<file path="src/rtl/cpt_fifo.sv">
// Small register queue with push/full and pop/empty sides.
// No dependencies.
module cpt_fifo #(
    parameter int W     = 8,
    parameter int DEPTH = 4
) (
    input  logic         i_clk,
    input  logic         i_rst_n,
    input  logic         i_push,
    input  logic [W-1:0] i_data,
    output logic         o_full,
    input  logic         i_pop,
    output logic [W-1:0] o_data,
    output logic         o_empty
);
    localparam int AW   = (DEPTH > 1) ? $clog2(DEPTH) : 1;
    localparam int CNTW = $clog2(DEPTH + 1);

    logic [W-1:0]    r_mem [DEPTH];
    logic [AW-1:0]   r_wr, r_rd;
    logic [CNTW-1:0] r_cnt;
    logic            do_push, do_pop;

    function automatic logic [AW-1:0] ptr_next(input logic [AW-1:0] p);
        return (p == AW'(DEPTH - 1)) ? '0 : p + 1'b1;
    endfunction

    assign o_full  = (r_cnt == CNTW'(DEPTH));
    assign o_empty = (r_cnt == '0);
    assign do_push = i_push && !o_full;
    assign do_pop  = i_pop && !o_empty;
    assign o_data  = r_mem[r_rd];

    always_ff @(posedge i_clk) begin
        if (!i_rst_n) begin
            r_wr  <= '0;
            r_rd  <= '0;
            r_cnt <= '0;
        end else begin
            if (do_push) begin
                r_wr <= ptr_next(r_wr);
            end
            if (do_pop) begin
                r_rd <= ptr_next(r_rd);
            end
            unique case ({do_push, do_pop})
                2'b10:   r_cnt <= r_cnt + 1'b1;
                2'b01:   r_cnt <= r_cnt - 1'b1;
                default: r_cnt <= r_cnt;
            endcase
        end
    end

    always_ff @(posedge i_clk) begin
        if (do_push) begin
            r_mem[r_wr] <= i_data;
        end
    end

endmodule

</file>
<file path="config.mk">
export PLATFORM = sky130hd
export DESIGN_NAME = cpt_fifo
export DESIGN_NICKNAME = d
export VERILOG_FILES = /design/src/rtl/cpt_fifo.sv
export SDC_FILE = /design/constraint.sdc
export NUM_CORES = 1
export LEC_CHECK = 0
export ABC_AREA = 1
export BUFFER_PORTS_ARGS = -buffer_cell sky130_fd_sc_hd__clkbuf_2
export CAP_MARGIN = 10
export CORE_MARGIN = 1.5
export CORE_UTILIZATION = 45
export CTS_BUF_LIST = sky130_fd_sc_hd__clkbuf_8
export DETAILED_ROUTE_END_ITERATION = 8
export HOLD_SLACK_MARGIN = 0.12
export PLACE_DENSITY = 0.62
export SLEW_MARGIN = 20
export SYNTH_ARGS = -nofsm -noshare
export SYNTH_HDL_FRONTEND = slang
export SYNTH_SLANG_ARGS = --single-unit
</file>
<file path="constraint.sdc">
create_clock -name i_clk -period 2 [get_ports i_clk]
set_clock_uncertainty 0.15 [all_clocks]
set_input_delay 0 -clock i_clk [delete_from_list [all_inputs] [get_ports i_clk]]
set_output_delay 0 -clock i_clk [all_outputs]
set_load 0.01 [all_outputs]
</file>
==> summary.md <==
| Metric | Value |
|---|---|
| Status | completed |
| Post-CTS Setup Bufs | 0 |
| Synth Cell Area | 1690 sq um |
| Initial Util | 46.6% |
| Worst Path Required | 2040 ps |
| Fin util | 57.8% |
| Number of diodes | 0 |
| Slew @ Worst Pin | 347 ps |
| Max FO, Critical Path | 3 |
| Tot Pwr | 2.46 mW |
| Worst-skew pair later-pin latency | 290 ps |
| Worst rel slew slack | 76.8% |
| Worst Setup Start Kind | register |
| Fmax | 539 MHz |
| Vias | 1,148 |
| Total gr overflow | 0 |
| PwrDens | 1170 nW/um^2 |
| RSZ-0062 raised after global routing | no |
| Kind of critical path | register to register |
| CTS sink cnt | 41 |
| Final Non-Filler Cells | 239 |
| Hold Path End | r_mem[3][3] |
| H-tree Lvls | 2 |
| DRT antenna net count | 0 |
| Post-Synthesis Cells | 146 |
| Worst min path class | input pin to register |
| Largest delay share family, worst path | simple AND/OR/NAND/NOR gates |
| Final Max Tran Viols | 0 |
| Crit path capture type | register |
| Period utilization | 92.8% |
| Port Buffers | 21 |
| Total CTS buffers | 5 |
| Post-Place Worst Slack | 69.3 ps |
| Max-cap violations | 0 |
| Antenna violations before repair | 0 |
| Worst Reg-to-Reg Cells | 12 |
| TritonCTS clock tree | built |
| Core area | 3630 sq um |
| First-pass GRT wire length | 5310 um |
| Hold path cells | 2 |
| Nets | 209 |
| Min cycle time layout | 1860 ps |
| Crit path largest cell delay | 350 ps |
| Critical Path AT | 1900 ps |
| DRT Wirelength | 3060 um |
| Synth cell types | 20 |
| Fin. Hold Viols | 0 |
| CP max-delay cell | fa_2 |
| Clk slew on worst S/H paths | 70 ps |
| Post-DP HPWL | 2030 um |
| DRC Markers | 0 |
| Routed length per instance | 12.8 um |
| Vias in the first global route | 1,200 |
| VDD IR max | 617 uV |
| Drt via density | 4.80 |
| Root buffer cell | clkbuf_8 |
| DRT Pass-1 Iters | 4 |
| RR Endpoint | r_cnt[2] |
| Clock buffer depth | 2 |
| Initial DRC count | 32 |
| Share of post-route cells with drive strength above 1 | 25.1% |
| Register-to-register path setup slack | 140 ps |
| Syn_area_per_cell | 11.6 sq um |
| Layout area overhead | 24.0% |
| Yosys warning count | 0 |
| Die height | 64.3 um |
| Post-Place Cells | 219 |
| I/O pin count | 22 |
| WP buf/inv | 3 |
| FF+latch count, synth | 41 |
| Post-synthesis sequential area ratio | 67.4% |
| LEAKAGE | 0.851 nW |
| Row Count | 22 |
| Final worst slack | 144 ps |
| Total die area | 4140 sq um |
| Die X | 64.3 um |
| Worst R2R Start | r_cnt[1] |
| Critical Path, Cell by Cell | nor2_2 > nand2_1 > nand2_2 > ha_2 > inv_1 > fa_2 > inv_1 > nand2_1 > nand3_1 > nand2_1 > inv_1 > nor2_1 |
| Syn_nets | 165 |
| Min-Delay Startpoint | i_data[3] |
| GRT Total Usage | 17.1% |
| Final setup violation count | 0 |
| Setup TNS | 0 ps |
| Placer Congestion | 0.697 |
| Largest net degree at the start of global routing | 17 |
worst register-to-register path, cell delays in order, from the launching register on:
cell and delay (ps):
dfxtp_2 340, nor2_2 150, nand2_1 100, nand2_2 90, ha_2 180, inv_1 70, fa_2 350, inv_1 70
nand2_1 60, nand3_1 70, nand2_1 50, inv_1 50, nor2_1 40
per-stage QoR:
stage | cell area [sq um] | hold WS, ps
CTS | 2080 | 312
global placement | 1880 | 64.9
detailed placement | 1880 | 73.1
floorplan | 1690 | -51.1
global route | 2100 | 319
finish | 2100 | 312
kinds of logic after synthesis:
logic type,after synthesis,synth area share [%]
AND/OR/NAND/NOR,48,11.8
buffers and inverters,20,5.32
flip-flops,41,67.4
adder cells (fa/ha/maj),7,5.62
AO/OA/AOI/OAI,30,9.90
layout by cell type (no fill, tap or decap), types with 2 or more instances in the layout:
| cell type | synthesis | routed |
|---|---|---|
| edfxtp_1 | 32 | 32 |
| nor2_2 | 2 | 4 |
| dfxtp_1 | 9 | 7 |
| clkbuf_8 | 0 | 5 |
| nand3_1 | 2 | 2 |
| clkinv_1 | 0 | 2 |
| o21ai_2 | 2 | 2 |
| nand2_1 | 12 | 10 |
| nand2_2 | 1 | 3 |
| dfxtp_2 | 0 | 2 |
| o21ai_0 | 14 | 14 |
| a21oi_1 | 4 | 4 |
| buf_4 | 0 | 6 |
| inv_1 | 17 | 17 |
| dlygate4sd3_1 | 0 | 12 |
| o22ai_1 | 8 | 8 |
| nor2_1 | 28 | 26 |
| ha_1 | 6 | 5 |
| o21ai_1 | 2 | 2 |
| clkbuf_2 | 0 | 21 |
Yosys cell counts, drive strengths merged:
library cell / n / share of area (%)
edfxtp: 32 / 57
nor2: 30 / 6.9
inv: 18 / 4.0
o21ai: 18 / 5.8
nand2: 13 / 3.0
dfxtp: 9 / 11
o22ai: 8 / 3.0
ha: 6 / 4.4
a21oi: 4 / 1.2
buf: 2 / 1.3
nand3: 2 / 0.59
fa: 1 / 1.2
nand3b: 1 / 0.44
nand4: 1 / 0.37
or2: 1 / 0.37
sequential cells by signal, indices dropped and copies added, names as in the netlist, named ones only:
| register | count |
|---|---|
| r_cnt | 3 |
| r_mem | 32 |
| r_rd | 2 |
| r_wr | 2 |
power by group:
part | internal (mW) | switching [mW]
logic | 0.324 | 0.494
clock network | 0.235 | 0.268
registers | 1.05 | 0.0861
cell type report:
type | instances | area [sq um]
clock buffers | 5 | 68.8
clock inverters | 3 | 12.5
fillers | 339 | 1530
inverters | 18 | 67.6
multi-input cells | 85 | 477
flip-flops and latches | 41 | 1140
well taps | 48 | 60.1
repair buffers | 39 | 270
worst max-delay path by stage:
stage                     startpoint  endpoint  slack, ps  cells after the start
after global placement      r_cnt[1]  r_cnt[2]        190                     13
after detailed placement    r_cnt[1]  r_cnt[2]         70                     12
after CTS                   r_cnt[1]  r_cnt[2]         50                     12
after floorplan             r_cnt[2]  r_cnt[2]        210                     13
after global routing        r_cnt[1]  r_cnt[2]         10                     12
final                       r_cnt[1]  r_cnt[2]        140                     12
layer usage:
metal	share of wire [%]	up-vias	GRT usage [%]
met3	3.5	5	5.11
met4	1.8	0	7.18
met5	0	-	0
met1	43	539	19.3
li1	-	585	-
met2	52	19	29.9
what timing repair did:
| item | CTS | global route |
|---|---|---|
| setup endpoints to repair | 0 | 1 |
| hold buffers | 12 | 0 |
| endpoints found under the hold margin | 41 | 0 |
| gates resized for setup | 0 | 8 |
Note: power is estimated with default switching activity, not from simulation.
